### src/ctd_pkg.sv
`timescale 1ns / 1ps
`default_nettype none

package ctd_pkg;

  localparam int unsigned ENTRIES_DEF = 16;
  localparam logic [15:0] EXPIRY_RST = 16'd100;
  localparam logic [4:0]  RM_MAX     = 5'd31;

  localparam logic       FUNC_OBSERVE = 1'b0;
  localparam logic       FUNC_TICK    = 1'b1;
  localparam logic [1:0] KIND_OTHER   = 2'd0;

  typedef enum logic [2:0] {
    V_NOT_RELEVANT = 3'd0,
    V_NEW          = 3'd1,
    V_CHANGED      = 3'd2,
    V_UNCHANGED    = 3'd3,
    V_TABLE_FULL   = 3'd4,
    V_TICK_DONE    = 3'd5
  } verdict_t;

  typedef enum logic [1:0] {
    ST_IDLE,
    ST_SCAN,
    ST_UPDATE,
    ST_RESP
  } state_t;

  typedef struct packed {
    logic        func;
    logic [1:0]  kind;
    logic [31:0] key;
    logic        flag;
  } req_t;

  typedef struct packed {
    verdict_t    verdict;
    logic [4:0]  removed;
  } res_t;

  typedef struct packed {
    logic [31:0] pos;
    logic        flag;
    logic [15:0] age;
  } ent_t;

  localparam int unsigned ENT_W = $bits(ent_t);

endpackage

`default_nettype wire

### src/ctd_ram.sv
`timescale 1ns / 1ps
`default_nettype none

module ctd_ram #(
  parameter int unsigned WIDTH = 8,
  parameter int unsigned DEPTH = 16,
  localparam int unsigned AW = (DEPTH > 1) ? $clog2(DEPTH) : 1
) (
  input  wire logic             clk,
  input  wire logic             re,
  input  wire logic [AW-1:0]    raddr,
  output logic      [WIDTH-1:0] rdata,
  input  wire logic             we,
  input  wire logic [AW-1:0]    waddr,
  input  wire logic [WIDTH-1:0] wdata
);

  logic [WIDTH-1:0] mem [DEPTH];

  always_ff @(posedge clk) begin
    if (we) begin
      mem[waddr] <= wdata;
    end
    if (re) begin
      rdata <= mem[raddr];
    end
  end

endmodule

`default_nettype wire

### src/ctd_engine.sv
`timescale 1ns / 1ps
`default_nettype none

module ctd_engine
  import ctd_pkg::*;
#(
  parameter int unsigned ENTRIES = ENTRIES_DEF
) (
  input  wire logic        clk,
  input  wire logic        rst_n,
  input  wire logic [15:0] expiry,
  input  wire logic        req_vld,
  input  wire req_t        req,
  output logic             req_rdy,
  output logic             res_vld,
  output res_t             res,
  input  wire logic        res_rdy
);

  localparam int unsigned IDX_W = $clog2(ENTRIES);
  localparam int unsigned CNT_W = IDX_W + 1;

  state_t state_r, state_nxt;

  req_t               req_r;
  res_t               res_r;
  logic [CNT_W-1:0]   cnt_r;
  logic               chk_vld_r;
  logic [IDX_W-1:0]   chk_idx_r;
  logic [ENTRIES-1:0] valid_r;
  logic               hit_r;
  logic [IDX_W-1:0]   hit_idx_r;
  logic               hit_flag_r;
  logic               free_r;
  logic [IDX_W-1:0]   free_idx_r;
  logic [4:0]         rm_cnt_r;

  logic             rd_en;
  ent_t             rd_ent;
  logic             ram_we;
  logic [IDX_W-1:0] ram_waddr;
  ent_t             ram_wdata;
  logic             entry_v;
  logic [15:0]      age_inc;
  logic             expire;
  logic             chk_last;
  logic             is_tick;
  verdict_t         upd_verdict;

  ctd_ram #(
    .WIDTH (ENT_W),
    .DEPTH (ENTRIES)
  ) u_ram (
    .clk   (clk),
    .re    (rd_en),
    .raddr (cnt_r[IDX_W-1:0]),
    .rdata (rd_ent),
    .we    (ram_we),
    .waddr (ram_waddr),
    .wdata (ram_wdata)
  );

  assign is_tick  = (req_r.func == FUNC_TICK);
  assign rd_en    = (state_r == ST_SCAN) && (cnt_r < CNT_W'(ENTRIES));
  assign chk_last = chk_vld_r && (chk_idx_r == IDX_W'(ENTRIES - 1));
  assign entry_v  = valid_r[chk_idx_r];
  assign age_inc  = (rd_ent.age == 16'hFFFF) ? rd_ent.age : rd_ent.age + 16'd1;
  assign expire   = (age_inc >= expiry);

  // ram write port and observe decision
  always_comb begin
    ram_we      = 1'b0;
    ram_waddr   = chk_idx_r;
    ram_wdata   = '{pos: rd_ent.pos, flag: rd_ent.flag, age: age_inc};
    upd_verdict = V_TICK_DONE;
    if (state_r == ST_SCAN) begin
      if (chk_vld_r && is_tick && entry_v && !expire) begin
        ram_we = 1'b1;
      end
    end else if (state_r == ST_UPDATE && !is_tick) begin
      ram_wdata = '{pos: req_r.key, flag: req_r.flag, age: 16'd0};
      if (hit_r) begin
        ram_waddr = hit_idx_r;
        if (hit_flag_r != req_r.flag) begin
          ram_we      = 1'b1;
          upd_verdict = V_CHANGED;
        end else begin
          upd_verdict = V_UNCHANGED;
        end
      end else if (free_r) begin
        ram_we      = 1'b1;
        ram_waddr   = free_idx_r;
        upd_verdict = V_NEW;
      end else begin
        upd_verdict = V_TABLE_FULL;
      end
    end
  end

  always_comb begin
    state_nxt = state_r;
    req_rdy   = (state_r == ST_IDLE);
    res_vld   = (state_r == ST_RESP);
    res       = res_r;
    unique case (state_r)
      ST_IDLE: begin
        if (req_vld) begin
          if (req.func == FUNC_OBSERVE && req.kind == KIND_OTHER) begin
            state_nxt = ST_RESP;
          end else begin
            state_nxt = ST_SCAN;
          end
        end
      end
      ST_SCAN: begin
        if (chk_last) begin
          state_nxt = ST_UPDATE;
        end
      end
      ST_UPDATE: begin
        state_nxt = ST_RESP;
      end
      ST_RESP: begin
        if (res_rdy) begin
          state_nxt = ST_IDLE;
        end
      end
      default: begin
        state_nxt = ST_IDLE;
      end
    endcase
  end

  always_ff @(posedge clk) begin
    if (!rst_n) begin
      state_r   <= ST_IDLE;
      chk_vld_r <= 1'b0;
      valid_r   <= '0;
    end else begin
      state_r   <= state_nxt;
      chk_vld_r <= rd_en;
      if (state_r == ST_SCAN && chk_vld_r && is_tick && entry_v && expire) begin
        valid_r[chk_idx_r] <= 1'b0;
      end
      if (state_r == ST_UPDATE && !is_tick && !hit_r && free_r) begin
        valid_r[free_idx_r] <= 1'b1;
      end
    end
  end

  always_ff @(posedge clk) begin
    chk_idx_r <= cnt_r[IDX_W-1:0];
    if (state_r == ST_IDLE) begin
      req_r    <= req;
      cnt_r    <= '0;
      hit_r    <= 1'b0;
      free_r   <= 1'b0;
      rm_cnt_r <= '0;
      res_r    <= '{verdict: V_NOT_RELEVANT, removed: 5'd0};
    end else begin
      if (rd_en) begin
        cnt_r <= cnt_r + CNT_W'(1);
      end
      if (state_r == ST_SCAN && chk_vld_r) begin
        if (is_tick) begin
          if (entry_v && expire && rm_cnt_r != RM_MAX) begin
            rm_cnt_r <= rm_cnt_r + 5'd1;
          end
        end else begin
          if (entry_v && rd_ent.pos == req_r.key && !hit_r) begin
            hit_r      <= 1'b1;
            hit_idx_r  <= chk_idx_r;
            hit_flag_r <= rd_ent.flag;
          end
          if (!entry_v && !free_r) begin
            free_r     <= 1'b1;
            free_idx_r <= chk_idx_r;
          end
        end
      end
      if (state_r == ST_UPDATE) begin
        res_r.verdict <= upd_verdict;
        res_r.removed <= is_tick ? rm_cnt_r : 5'd0;
      end
    end
  end

endmodule

`default_nettype wire

### src/change_detect_table_with_aging.sv
// relevant observe or tick: scans every entry ram slot, one read per cycle, then updates
// and answers through the registered out_tvalid; an observe of kind other skips the scan
// a new input beat is taken only once the previous result has left the engine (in_tready
// is high only in idle)
// reset: synchronous active low rst_n clears all valid bits, expiry_ticks returns to 100
`timescale 1ns / 1ps
`default_nettype none

module change_detect_table_with_aging
  import ctd_pkg::*;
#(
  parameter int unsigned ENTRIES = ENTRIES_DEF
) (
  input  wire logic        clk,
  input  wire logic        rst_n,
  input  wire logic        in_tvalid,
  output logic             in_tready,
  input  wire logic [39:0] in_tdata,  // obj_kind, pos_x, pos_y, obj_flag, zero pad
  input  wire logic        in_tuser,  // func
  output logic             out_tvalid,
  input  wire logic        out_tready,
  output logic [7:0]       out_tdata, // verdict, removed_count
  input  wire logic        cfg_we,
  input  wire logic [15:0] cfg_wdata
);

  logic [15:0] expiry_ticks_r;
  logic        out_vld_r;
  logic [7:0]  out_data_r;

  req_t req;
  logic req_rdy;
  logic res_vld;
  res_t res;
  logic res_rdy;

  assign req = '{func: in_tuser, kind: in_tdata[1:0],
                 key: {in_tdata[17:2], in_tdata[33:18]}, flag: in_tdata[34]};

  assign res_rdy    = !out_vld_r || out_tready;
  assign in_tready  = req_rdy;
  assign out_tvalid = out_vld_r;
  assign out_tdata  = out_data_r;

  ctd_engine #(
    .ENTRIES (ENTRIES)
  ) u_engine (
    .clk     (clk),
    .rst_n   (rst_n),
    .expiry  (expiry_ticks_r),
    .req_vld (in_tvalid),
    .req     (req),
    .req_rdy (req_rdy),
    .res_vld (res_vld),
    .res     (res),
    .res_rdy (res_rdy)
  );

  always_ff @(posedge clk) begin
    if (!rst_n) begin
      expiry_ticks_r <= EXPIRY_RST;
      out_vld_r      <= 1'b0;
    end else begin
      if (cfg_we) begin
        expiry_ticks_r <= cfg_wdata;
      end
      if (res_rdy) begin
        out_vld_r <= res_vld;
      end
    end
  end

  always_ff @(posedge clk) begin
    if (res_rdy && res_vld) begin
      out_data_r <= {res.removed, res.verdict};
    end
  end

endmodule

`default_nettype wire

### config.mk
export PLATFORM = sky130hd
export DESIGN_NAME = change_detect_table_with_aging
export DESIGN_NICKNAME = d
export VERILOG_FILES = /design/src/ctd_pkg.sv /design/src/ctd_ram.sv /design/src/ctd_engine.sv /design/src/change_detect_table_with_aging.sv
export SDC_FILE = /design/constraint.sdc
export NUM_CORES = 1
export LEC_CHECK = 0
export BUFFER_PORTS_ARGS = -buffer_cell sky130_fd_sc_hd__buf_2
export CORE_AREA = 2 2 499 253
export CTS_CLUSTER_SIZE = 24
export DETAILED_ROUTE_END_ITERATION = 10
export DIE_AREA = 0 0 501 255
export HOLD_SLACK_MARGIN = 0.03
export PLACE_DENSITY = 0.54
export SLEW_MARGIN = 30
export SYNTH_ARGS = -nofsm -noshare
export SYNTH_HDL_FRONTEND = slang
export SYNTH_SLANG_ARGS = --single-unit
### constraint.sdc
create_clock -name clk -period 10.3 [get_ports clk]
set_clock_uncertainty 0.15 [all_clocks]
set_input_delay 1.03 -clock clk [delete_from_list [all_inputs] [get_ports clk]]
set_output_delay 1.03 -clock clk [all_outputs]
set_load 0.005 [all_outputs]
* After elaboration in Yosys (flattened, before gate mapping)
Memories as Yosys holds them, arrays and structs flattened. A register that Yosys moved wholly into a read port is not among the register bits.
Index checks and enable logic that the tools add are counted.
** Word-level totals
- Register bits after elaboration :: 111
- Bits in writable memories :: 784
- Input bits :: 62
- Output and inout bits :: 10
- Memories :: 1
** Memories
- u_engine.u_ram.mem :: depth 16, bits a word 49, rd ports 1, clocked after Yosys merged registers in 1, write ports 1, RTL line ctd_ram.sv:18 : logic [WIDTH-1:0] mem [DEPTH];
** Operators by class
- Add/sub/neg operators :: 3
- $lt $le $gt $ge :: 6
- Equality and inequality tests :: 11
- Muxes and demuxes :: 35
- Bitwise logic cells :: 6
- Reduce and logical (&&, ||, !) cells :: 36
** Operators with widths (count)
- 49-bit two-way mux :: 2
- 16-bit two-way mux :: 4
- 32-bit equality test :: 1
- 1-bit logical AND :: 21
- 16-bit by 1-bit adder with 16-bit output (second input constant) :: 1
- 16-bit AND :: 1
- 16-bit equality test (second input constant) :: 1
- 16-bit greater-or-equal comparator :: 1
- 4-bit two-way mux :: 4
- 16-bit NOT :: 1
- 16-bit OR :: 1
- 1-bit two-way mux :: 12
- 3-bit two-way mux :: 4
- 3-bit AND reduction :: 4
- 5-bit by 1-bit adder with 5-bit output (second input constant) :: 2
- 4-bit by 5-bit less-than comparator with 1-bit output (second input constant) :: 2
- 1-bit demux with 4-bit select :: 2
- 4-bit by 1-bit greater-or-equal comparator with 1-bit output (second input constant) :: 2
- 2-bit two-way mux :: 4
- 2-bit case mux with 4 select lines :: 1
- 4-bit AND reduction :: 2
- 1-bit zero test :: 6
- 5-bit less-than comparator (second input constant) :: 1
- 5-bit two-way mux :: 1
- 11 further kinds :: 16

* Logic depth before layout (Yosys ltp)
Gate-level depths: netlist (run 1).
- Word-level depth :: 10
- Depth in mapped cells :: 14
- Mapped depth without buffers :: 13

* Hierarchy
From an unflattened synthesis (run 1), not the netlist that was laid out.
** Unflattened totals
- Cell total of the unflattened synthesis :: 1902
- Area total of the unflattened synthesis :: 36811.6 um^2
** By module, submodules not included
- ctd_ram :: times used 1, cells each 1268, area an instance 30827.1 um^2, seq. area each 25014.0 um^2
- ctd_engine :: times used 1, cells each 570, area an instance 5092.4 um^2, seq. area each 2152.1 um^2
- change_detect_table_with_aging :: times used 1, cells each 64, area an instance 892.1 um^2, seq. area each 580.6 um^2

* Least setup slack after synthesis (run 1)
No wires, ideal clock.
- Path kind :: reg-to-reg
- Start point :: register u_engine.u_ram.rdata[0] (read register of u_engine.u_ram.mem)
- End point :: memory u_engine.u_ram.mem[12][0] (netlist name) (enable)
- Setup time :: 0.461 ns
- Arrival time :: 5.295 ns
- Slack :: 4.394 ns
- Cell stages (with the launch flop) :: 14
- Path buffers :: 0
- Clock period less this slack :: 5.906 ns
- Cells stage by stage :: edfxtp_1 ha_1 inv_1 or2_2 nor3_1 or4_1 xnor2_1 ha_1 and2_1 a221o_1 a21o_1 a211oi_2 o211a_1 nor2b_1
** On the way
- Word-level cells in the longest chain between the ends :: 9
** Ends and longest elaborated chain
- start, declared :: RTL line ctd_ram.sv:12 : output logic [WIDTH-1:0] rdata,
- 16-bit by 1-bit adder with 16-bit output / 16-bit equality test (equally long branches) :: RTL line ctd_engine.sv:67 : assign age_inc = (rd_ent.age == 16'hFFFF) ? rd_ent.age : rd_ent.age + 16'd1;
- 16-bit two-way mux (*) :: RTL line ctd_engine.sv:67
- 16-bit greater-or-equal comparator (*) :: RTL line ctd_engine.sv:68 : assign expire = (age_inc >= expiry);
- 1-bit zero test (*) :: RTL line ctd_engine.sv:77 : if (chk_vld_r && is_tick && entry_v && !expire) begin
- 1-bit logical AND (*) :: RTL line ctd_engine.sv:77
- 1-bit two-way mux (*) :: RTL line ctd_engine.sv:77
- 1-bit two-way mux (*) :: RTL line ctd_engine.sv:76 : if (state_r == ST_SCAN) begin
- 1-bit two-way mux (*) :: RTL line ctd_ram.sv:21 : if (we) begin
- 1-bit two-way mux (not written as such) (*) :: RTL line ctd_ram.sv:22 : mem[waddr] <= wdata;
- end, declared :: RTL line ctd_ram.sv:18
Mark *: on every way between the ends. The rest lies on a longest branch, timed or not.

* Worst setup path in the final report (run 1)
- Start point :: register u_engine.u_ram.rdata[2] (read register of u_engine.u_ram.mem)
- End point :: memory u_engine.u_ram.mem[12][37] (netlist name) (enable)
The elaborated chain is that of the path after synthesis.

==> impl_metrics.env, run 1 <==
export IMPL_irDropWorstVdd_uv=121
export IMPL_cts_root_buffer="clkbuf_16"
export IMPL_fillers=11500
export IMPL_tns_ps=0
export IMPL_maxSlewHeadroom_pct=35.2
export IMPL_tightest_slew_ps=972
export IMPL_syn2layout_area_growth_pct=13.7
export IMPL_firstDrtPassIters=5
export IMPL_final_max_slew_violation_count=0
export IMPL_synthFlopType="edfxtp_1"
export IMPL_stdcell_area_mm2=0.0419
export IMPL_rows=92
export IMPL_cts_setup_buffers=0
export IMPL_drive_above_1_share_pct=25.3
export IMPL_grt_pass1_wl_um=132000
export IMPL_hold_path_class="flop to flop"
export IMPL_cellPowerDensity_mw_per_mm2=224
export IMPL_synth_nets=1886
export IMPL_layout_min_cycle_time_ps=5810
export IMPL_timing_fmax_mhz=172
export IMPL_grt_overflow_total=0
export IMPL_antenna_found_initial=11
export IMPL_htree_num_levels=3
export IMPL_ctsHoldBuffers=0
export IMPL_avgRoutedWirePerCell_um=25.3
export IMPL_globalplace_congestion=0.788
export IMPL_cp_data_arrival_time_ps=5950
export IMPL_maxCapViolations=0
export IMPL_rsz0062_at_grt="no"
export IMPL_hold_viol=0
export IMPL_worstReg2RegStart="u_engine.u_ram.rdata[2]$_DFFE_PP_"
export IMPL_clk_path_buf_depth=3
export IMPL_final_util_pct=33.7
export IMPL_tritoncts="built"
export IMPL_route_detailed_drc=0
export IMPL_layout_common_cells="edfxtp_1 (884), mux4_2 (246), nand2_1 (143)"
export IMPL_ant_nets=0
export IMPL_dr_wl_met3_um=7270
export IMPL_clk_pin_slew_ps=70
export IMPL_synthCells=1800
export IMPL_die_area_mm2=0.128
export IMPL_track_usage_pct=14.3
export IMPL_yosysSeqAreaShare_pct=75.3
export IMPL_holdPathStages=0
export IMPL_portBuffers=66
export IMPL_required_ps=10440
export IMPL_multi_input_area_mm2=0.00883
export IMPL_wl_um=91300
export IMPL_wl_met1_um=43900
export IMPL_syn_area_per_cell_um2=20.5
export IMPL_clkSinkCount=944
export IMPL_synthArstFlopShare_pct=0
export IMPL_dp_slack_ps=4470
export IMPL_cts_resized=0
export IMPL_p_leak_uw=0.0127
export IMPL_placed_area_mm2=0.0394
export IMPL_cts_made_buffers=79
export IMPL_syn_area_mm2=0.0368
export IMPL_grt_max_degree=102
export IMPL_grt_pass1_vias=18200
export IMPL_reg2reg_depth=12
export IMPL_io_pins=72
export IMPL_routed_top_layer="met5"
export IMPL_route_met2_wl_um=38800
export IMPL_synth_edf_count=884
export IMPL_core_area_mm2=0.124
export IMPL_worstSetupStartpoint="u_engine.u_ram.rdata[2]$_DFFE_PP_"
export IMPL_initial_utilization_pct=29.7
export IMPL_power_total_uw=9370
export IMPL_die_x_um=501
export IMPL_layout_commonest_cell="edfxtp_1"
export IMPL_fp_dieH_um=255
export IMPL_via_per_inst=5.01
export IMPL_status="completed"
export IMPL_start_kind="flop"
export IMPL_clk_latency_ps=670
export IMPL_path_class="flop to flop"
export IMPL_regArea_mm2=0.0278
export IMPL_setup_viol=0
export IMPL_ys_warn_count=0
export IMPL_dpl_hpwl_um=48400
export IMPL_fin_crit_sh_pct=56.4
export IMPL_end_kind="flop"
export IMPL_setup_ws_ps=4490
export IMPL_crit_fanout=35
export IMPL_final_nets=1979
export IMPL_ys_ff_latch=944
export IMPL_min_from="u_engine.res[2]$_SDFFE_PP0P_"
export IMPL_initialDrtViolationCount=2109
export IMPL_synth_cell_types=66
export IMPL_vias=18100
[sequential cells by signal, summed over array words and instances, names as in the netlist, 4 cells and up]
register and flops:
u_engine.u_ram.mem 784, u_engine.u_ram.rdata 49, u_engine.req_r 33, expiry_ticks_r 16, u_engine.valid_r 16, out_tdata 8
u_engine.res 8, u_engine.cnt_r 5, u_engine.rm_cnt_r 5, u_engine.chk_idx_r 4, u_engine.free_idx_r 4, u_engine.hit_idx_r 4
[cells by family (layout without fill, tap and decap cells)]
| group | Yosys count | after routing | share of synthesized area, % |
|---|---|---|---|
| xor+xnor | 49 | 49 | 1.16 |
| mux | 271 | 271 | 15.7 |
| compound gates | 87 | 87 | 1.70 |
| buf+inv | 109 | 268 | 1.14 |
| flops | 944 | 944 | 75.3 |
| simple gates | 316 | 316 | 4.13 |
| fa+ha+maj | 24 | 24 | 0.815 |
| other cells | 0 | 2 | 0 |
[critical path: stages, from the launching register on]
cell	delay [ps]
edfxtp_1	450
nand4_1	220
or2_2	370
nor3_1	520
xor2_1	330
ha_1	290
nand2b_1	130
a2111oi_0	530
o32ai_2	270
a211oi_2	430
o211a_1	300
nor2b_4	620
buf_4	750
[worst paths after layout]
check                                               to  slack, ps
hold / removal                  out_tdata[5]$_DFFE_PP_        290
hold reg to reg                 out_tdata[5]$_DFFE_PP_        290
setup / recovery  u_engine.u_ram.mem[12][37]$_DFFE_PP_       4490
setup reg to reg  u_engine.u_ram.mem[12][37]$_DFFE_PP_       4490
[cells in the mapped netlist, types with 10 or more instances]
master    number  area (µm²)
o21ai_0       13        65.1
ha_1          24         300
mux2i_1       21         210
nor2b_1       26         163
nand2_1      143         537
xor2_1        17         149
nor2_1        44         165
inv_1         24        90.1
dfxtp_1       60        1200
edfxtp_1     884       26500
nand4_1       15        93.8
mux4_2       246        5540
xnor2_1       32         280
nor4_1        10        62.6
clkbuf_1      62         233
and2_1        18         113
nand3_1       18        90.1
a21oi_1       19        95.1
buf_1         20        75.1
[report_power, final]
group | internal, µW | switching (µW) | total (µW)
combinational | 574 | 987 | 1560
sequential | 4690 | 138 | 4830
clock | 1560 | 1420 | 2980
total | 6830 | 2540 | 9370
[final cells by class]
cell class	count	share of cell area (%)
Multi-Input combinational cell	747	21.1
Tap cell	1645	4.91
Sequential cell	944	66.3
Inverter	24	0.215
Antenna cell	2	0.0119
Timing Repair Buffer	97	1.54
Clock inverter	48	0.953
Clock buffer	99	5.00
[per-stage QoR]
| step | hold WS [ps] | std cells |
|---|---|---|
| after floorplan | 179 | 1800 |
| after global placement | 271 | 3455 |
| after detailed placement | 273 | 3456 |
| after CTS | 290 | 3603 |
| after global routing | 311 | 3606 |
| final | 293 | 3606 |
[per-layer routing]
metal | track usage (%) | vias up
met5 | 0 | -
met4 | 2.87 | 2
met3 | 3.27 | 107
met2 | 20.6 | 738
met1 | 21.9 | 9662
li1 | - | 7541
(Power assumes the default switching activity.)
==> run 2: changes to the inputs <==
--- a/config.mk
+++ b/config.mk
@@ -11,7 +11,7 @@
 export DETAILED_ROUTE_END_ITERATION = 10
 export DIE_AREA = 0 0 501 255
 export HOLD_SLACK_MARGIN = 0.03
-export PLACE_DENSITY = 0.54
+export PLACE_DENSITY = 0.56
 export SLEW_MARGIN = 30
 export SYNTH_ARGS = -nofsm -noshare
 export SYNTH_HDL_FRONTEND = slang
==> constraint.sdc (replaced) <==
create_clock -name clk -period 5.2 [get_ports clk]
set_clock_uncertainty 0.15 [all_clocks]
set_input_delay 0.52 -clock clk [delete_from_list [all_inputs] [get_ports clk]]
set_output_delay 0.52 -clock clk [all_outputs]
set_load 0.005 [all_outputs]
==> run 2 against run 1 <==
Power is 100% higher. Clock power grew 100%. Routed wire length grew 1.9%. Global-route usage rose by 0.24 points. Cell count increased by 2.3%. Register-to-register slack got worse by 4200 ps. Highest routed layer is now met4. Combinational power rose by 110%. Largest cell class unchanged. Maximum frequency grew 18%. Worst setup slack got worse by 4200 ps. Worst hold slack worse by 130 ps. Count of clock-buffer cells in the layout down 1. Die area did not move.
==> impl_metrics.env, run 2 (synthesis results as in run 1) <==
export IMPL_fin_crit_sh_pct=94.6
export IMPL_dpl_hpwl_um=55200
export IMPL_clk_pin_slew_ps=70
export IMPL_cts_made_buffers=79
export IMPL_antenna_found_initial=5
export IMPL_crit_fanout=9
export IMPL_rsz0062_at_grt="no"
export IMPL_final_nets=2067
export IMPL_route_detailed_drc=0
export IMPL_initial_utilization_pct=29.7
export IMPL_min_to="u_engine.state_r[0]$_SDFFE_PN0P_"
export IMPL_status="completed"
export IMPL_grt_overflow_total=0
export IMPL_clk_path_buf_depth=3
export IMPL_cts_root_buffer="clkbuf_16"
export IMPL_setup_viol=0
export IMPL_maxCapViolations=0
export IMPL_layout_commonest_cell="edfxtp_1"
export IMPL_hold_path_class="input pin to flop"
export IMPL_placed_cells=3493
export IMPL_grt_pass1_vias=18200
export IMPL_end_kind="flop"
export IMPL_irDropWorstVdd_uv=320
export IMPL_layout_common_cells="edfxtp_1 (884), mux4_2 (246), nand2_1 (143)"
export IMPL_core_area_mm2=0.124
export IMPL_cellPowerDensity_mw_per_mm2=438
export IMPL_layout_min_cycle_time_ps=4920
export IMPL_pwr_share_seq_pct=50.9
export IMPL_clk_latency_ps=670
export IMPL_clkSinkCount=944
export IMPL_ff2ff_setup_slack_ps=280
export IMPL_avgRoutedWirePerCell_um=25.2
export IMPL_ant_nets=0
export IMPL_grt_pass1_wl_um=133000
export IMPL_hold_viol=0
export IMPL_fp_dieH_um=255
export IMPL_final_max_slew_violation_count=0
export IMPL_fin_cells=3688
export IMPL_reg_top3="u_engine.u_ram.mem (784), u_engine.u_ram.rdata (49), u_engine.req_r (33)"
export IMPL_start_kind="flop"
export IMPL_die_x_um=501
export IMPL_holdPathStages=5
export IMPL_drive_above_1_share_pct=26.0
export IMPL_power_internal_uw=13700
export IMPL_via_per_inst=5.01
export IMPL_cp_data_arrival_time_ps=5130
export IMPL_pwr_share_comb_pct=17.5
export IMPL_fillers=11400
export IMPL_track_usage_pct=14.5
export IMPL_initialDrtViolationCount=2234
export IMPL_rows=92
export IMPL_firstDrtPassIters=5
export IMPL_path_class="flop to flop"
export IMPL_largest_reg_flops=784
export IMPL_clock_power_share_pct=31.6
export IMPL_swShare_pct=27.4
export IMPL_grt_max_degree=132
export IMPL_maxSlewHeadroom_pct=24.9
export IMPL_top_register="u_engine.u_ram.mem"
export IMPL_io_pins=72
export IMPL_min_from="in_tvalid"
export IMPL_power_switching_uw=5170
export IMPL_tritoncts="built"
export IMPL_wl_um=93000
export IMPL_htree_num_levels=3
export IMPL_tightest_slew_ps=1120
export IMPL_reg2reg_depth=14
export IMPL_syn2layout_area_growth_pct=16.8
export IMPL_r2r_end="u_engine.u_ram.mem[6][13]$_DFFE_PP_"
export IMPL_required_ps=5410
export IMPL_p_leak_uw=0.0132
export IMPL_holdWs_ps=164
export IMPL_globalplace_congestion=0.808
export IMPL_die_area_mm2=0.128
export IMPL_vias=18500
export IMPL_worstReg2RegStart="u_engine.u_ram.rdata[0]$_DFFE_PP_"
export IMPL_timing_fmax_mhz=203
export IMPL_portBuffers=66
export IMPL_final_util_pct=34.6
## run 2: cell count changes in the layout (fill, tap and decap cells not counted), sizes merged, moves of 2 or more
| cell | before | now |
|---|---|---|
| bufinv | 4 | 6 |
| clkinvlp | 8 | 2 |
| buf | 97 | 134 |
| dlygate4sd3 | 0 | 51 |
## run 2: how the worst max path moves through the flow
stage | startpoint | endpoint | slack [ps]
after floorplan | u_engine.u_ram.rdata[0]$_DFFE_PP_ | u_engine.u_ram.mem[0][0]$_DFFE_PP_ | -560
after global placement | u_engine.u_ram.rdata[0]$_DFFE_PP_ | u_engine.u_ram.mem[11][37]$_DFFE_PP_ | 400
final | u_engine.u_ram.rdata[0]$_DFFE_PP_ | u_engine.u_ram.mem[6][13]$_DFFE_PP_ | 280
after global routing | u_engine.u_ram.rdata[6]$_DFFE_PP_ | u_engine.u_ram.mem[6][8]$_DFFE_PP_ | 20
after detailed placement | u_engine.u_ram.rdata[2]$_DFFE_PP_ | u_engine.u_ram.mem[6][7]$_DFFE_PP_ | 180
after CTS | u_engine.u_ram.rdata[0]$_DFFE_PP_ | u_engine.u_ram.mem[6][8]$_DFFE_PP_ | 120
## run 2: area by class of cell
class                      instances  area [µm²]  area share (%)
antenna                            3        7.51          0.0174
clock buffer                      98        2110            4.91
clock inverter                    42         415           0.965
inverter                          24        90.1           0.209
multi-input combinational        747        8840            20.5
sequential                       944       27800            64.5
tap                             1645        2060            4.78
timing repair buffer             185        1750            4.07
## run 2: per-layer routing
layer  global-route usage [%]  vias up  share of wire, %
li1                         -     7723                 -
met3                     4.13       95               9.8
met1                     23.6     9866                49
met4                     2.68        0               1.4
met2                     18.9      797                39
met5                        0        -                 0
## run 2: critical path, stage by stage (launching register included)
cell       delay [ps]
edfxtp_1          430
ha_1              230
inv_1              50
or2_2             340
nor3_2            350
xor2_1            270
ha_1              270
nand2b_1          140
a2111oi_1         680
o32ai_4           250
a211oi_2          210
buf_4             200
o21ai_1           190
nor2_4            530
buf_4             300
## run 2: power by group through the flow
stage	logic [µW]	registers, µW	clock network [µW]
after floorplan	2100	9560	0
after global placement	3190	9750	0
after detailed placement	3280	9760	0
after CTS	3320	9600	6110
after global routing	3580	9620	6430
final	3310	9590	5960
## run 2: what timing repair did
item	in CTS	in global routing
hold endpoints to repair	51	0
hold buffers	51	0
setup buffers	0	0
setup endpoints to repair	0	184
gates resized for setup	0	3
## run 2: stage by stage
stage          setup TNS, ps  worst slack [ps]  area (µm²)  power, µW
2_1_floorplan        -110100              -562       36900      11700
3_3_place_gp               0               400       39900      12900
3_5_place_dp               0               181       39900      13000
4_1_cts                    0               124       43000      19000
5_1_grt                    0              15.5       43000      19600
6_report                   0               280       43000      18900
==> run 3: changes to the inputs <==
--- a/config.mk
+++ b/config.mk
@@ -11,7 +11,7 @@
 export DETAILED_ROUTE_END_ITERATION = 10
 export DIE_AREA = 0 0 501 255
 export HOLD_SLACK_MARGIN = 0.03
-export PLACE_DENSITY = 0.56
+export PLACE_DENSITY = 0.54
 export SLEW_MARGIN = 30
 export SYNTH_ARGS = -nofsm -noshare
 export SYNTH_HDL_FRONTEND = slang
==> constraint.sdc (replaced) <==
create_clock -name clk -period 5.35 [get_ports clk]
set_clock_uncertainty 0.15 [all_clocks]
set_input_delay 0.535 -clock clk [delete_from_list [all_inputs] [get_ports clk]]
set_output_delay 0.535 -clock clk [all_outputs]
set_load 0.005 [all_outputs]
==> run 3 against run 2 <==
Non-clock buffer count shrank 12. Cell count down 0.30%. Die area unchanged. Register-to-register slack better by 140 ps. Cell area down 0.45%. Critical endpoint is now u_engine.u_ram.mem[10][29]$_DFFE_PP_. Largest cell class unchanged. Largest power group unchanged. Highest routed layer is now met5.
==> impl_metrics.env, run 3 (synthesis results as in run 1) <==
export IMPL_status="completed"
export IMPL_clk_latency_ps=660
export IMPL_start_kind="flop"
export IMPL_initial_utilization_pct=29.7
export IMPL_timing_fmax_mhz=203
export IMPL_dpl_hpwl_um=52900
export IMPL_tritoncts="built"
export IMPL_clk_path_buf_depth=3
export IMPL_die_x_um=501
export IMPL_track_usage_pct=14.2
export IMPL_wl_um=90200
export IMPL_cellPowerDensity_mw_per_mm2=424
export IMPL_power_total_uw=18200
export IMPL_vias=18200
export IMPL_crit_family="compound AO/OA/AOI/OAI gates"
export IMPL_tightest_slew_ps=976
export IMPL_cp_data_arrival_time_ps=5070
export IMPL_drive_above_1_share_pct=25.8
export IMPL_dp_slack_ps=65.4
export IMPL_route_detailed_drc=0
export IMPL_critPathSlowestCell="a2111oi_0"
export IMPL_required_ps=5490
export IMPL_globalplace_congestion=0.812
export IMPL_grt_pass1_vias=18400
export IMPL_final_max_slew_violation_count=0
export IMPL_setup_ws_ps=419
export IMPL_clkSinkCount=944
export IMPL_syn2layout_area_growth_pct=16.3
export IMPL_path_buf_inv=1
export IMPL_portBuffers=66
export IMPL_routed_top_layer="met5"
export IMPL_wl_met1_um=45400
export IMPL_placed_area_mm2=0.0398
export IMPL_p_leak_uw=0.0131
export IMPL_rows=92
export IMPL_grt_max_degree=95
export IMPL_layout_min_cycle_time_ps=4930
export IMPL_core_area_mm2=0.124
export IMPL_cts_root_buffer="clkbuf_16"
export IMPL_dr_wl_met3_um=6880
export IMPL_io_pins=72
export IMPL_layout_common_cells="edfxtp_1 (884), mux4_2 (246), nand2_1 (143)"
export IMPL_maxCapViolations=0
export IMPL_hold_viol=0
export IMPL_final_util_pct=34.5
export IMPL_die_area_mm2=0.128
export IMPL_grt_pass1_wl_um=132000
export IMPL_path_class="flop to flop"
export IMPL_irDropWorstVdd_uv=264
export IMPL_grt_overflow_total=0
export IMPL_firstDrtPassIters=5
export IMPL_top_register="u_engine.u_ram.mem"
export IMPL_via_per_inst=4.96
export IMPL_end_kind="flop"
export IMPL_ff2ff_setup_slack_ps=420
export IMPL_avgRoutedWirePerCell_um=24.5
export IMPL_ant_nets=0
export IMPL_route_met2_wl_um=36700
export IMPL_cp_slowest_stage_delay_ps=580
export IMPL_maxSlewHeadroom_pct=34.8
export IMPL_crit_fanout=49
export IMPL_hold_path_class="input pin to flop"
export IMPL_holdWs_ps=103
export IMPL_setup_viol=0
export IMPL_htree_num_levels=3
export IMPL_layout_commonest_cell="edfxtp_1"
export IMPL_cp_cell_sequence="nand4_1 -> or2_2 -> nor3_2 -> xor2_1 -> ha_1 -> nand2b_1 -> a2111oi_0 -> o32ai_2 -> a211oi_4 -> o21ai_1 -> nor2_4 -> buf_12"
export IMPL_stdcell_area_mm2=0.0428
export IMPL_antenna_found_initial=5
export IMPL_fp_dieH_um=255
export IMPL_initialDrtViolationCount=1949
export IMPL_clk_pin_slew_ps=60
export IMPL_rsz0062_at_grt="no"
export IMPL_final_nets=2056
export IMPL_cts_made_buffers=80
export IMPL_reg_top3="u_engine.u_ram.mem (784), u_engine.u_ram.rdata (49), u_engine.req_r (33)"
export IMPL_largest_reg_flops=784
export IMPL_fin_crit_sh_pct=92.2
## run 3: worst min-delay path, cell delays in order
cell     delay [ps]
buf_2            70
nor2b_1          60
o21a_1          160
## run 3: where the power goes
group / leakage, µW / switching [µW] / total, µW / internal, µW
logic: 0.00338 / 2010 / 3170 / 1160
clock network: 0.00120 / 2680 / 5700 / 3010
registers: 0.00850 / 268 / 9300 / 9030
## run 3: path summary, 6_finish.rpt
kind,startpoint,end,depth (start not counted)
worst max-delay path,u_engine.u_ram.rdata[2]$_DFFE_PP_,u_engine.u_ram.mem[10][29]$_DFFE_PP_,12
worst min-delay path,out_tready,out_tvalid$_SDFFE_PN0N_,3
worst max register to register,u_engine.u_ram.rdata[2]$_DFFE_PP_,u_engine.u_ram.mem[10][29]$_DFFE_PP_,12
worst min register to register,u_engine.res[6]$_SDFFE_PP0P_,out_tdata[1]$_DFFE_PP_,0
## run 3: repair_timing
item / 4_1_cts / 5_1_grt
hold buffers: 50 / 0
endpoints found under the hold margin: 50 / 0
gates resized for setup: 0 / 2
endpoints found under the setup margin: 0 / 615
buffers inserted: 0 / 1
## run 3: stage by stage
| step | TNS [ps] | instances |
|---|---|---|
| after floorplan | -80700 | 1800 |
| after global placement | 0 | 3479 |
| after detailed placement | 0 | 3481 |
| after CTS | 0 | 3674 |
| after global routing | 0 | 3676 |
| final | 0 | 3677 |
## run 3: cell type report
type                            count  area, µm²
Fill cell                       11400      81400
Sequential cell                   944      27800
Multi-Input combinational cell    747       8840
Clock buffer                      102       2150
Tap cell                         1645       2060
Timing Repair Buffer              173       1600
Clock inverter                     41        337
Inverter                           24       90.1
Antenna cell                        1       2.50
## run 3: per-layer routing
metal	vias up	GRT usage, %
met5	-	0
li1	7687	-
met1	9780	23.0
met2	678	19.3
met4	2	2.63
met3	89	3.05
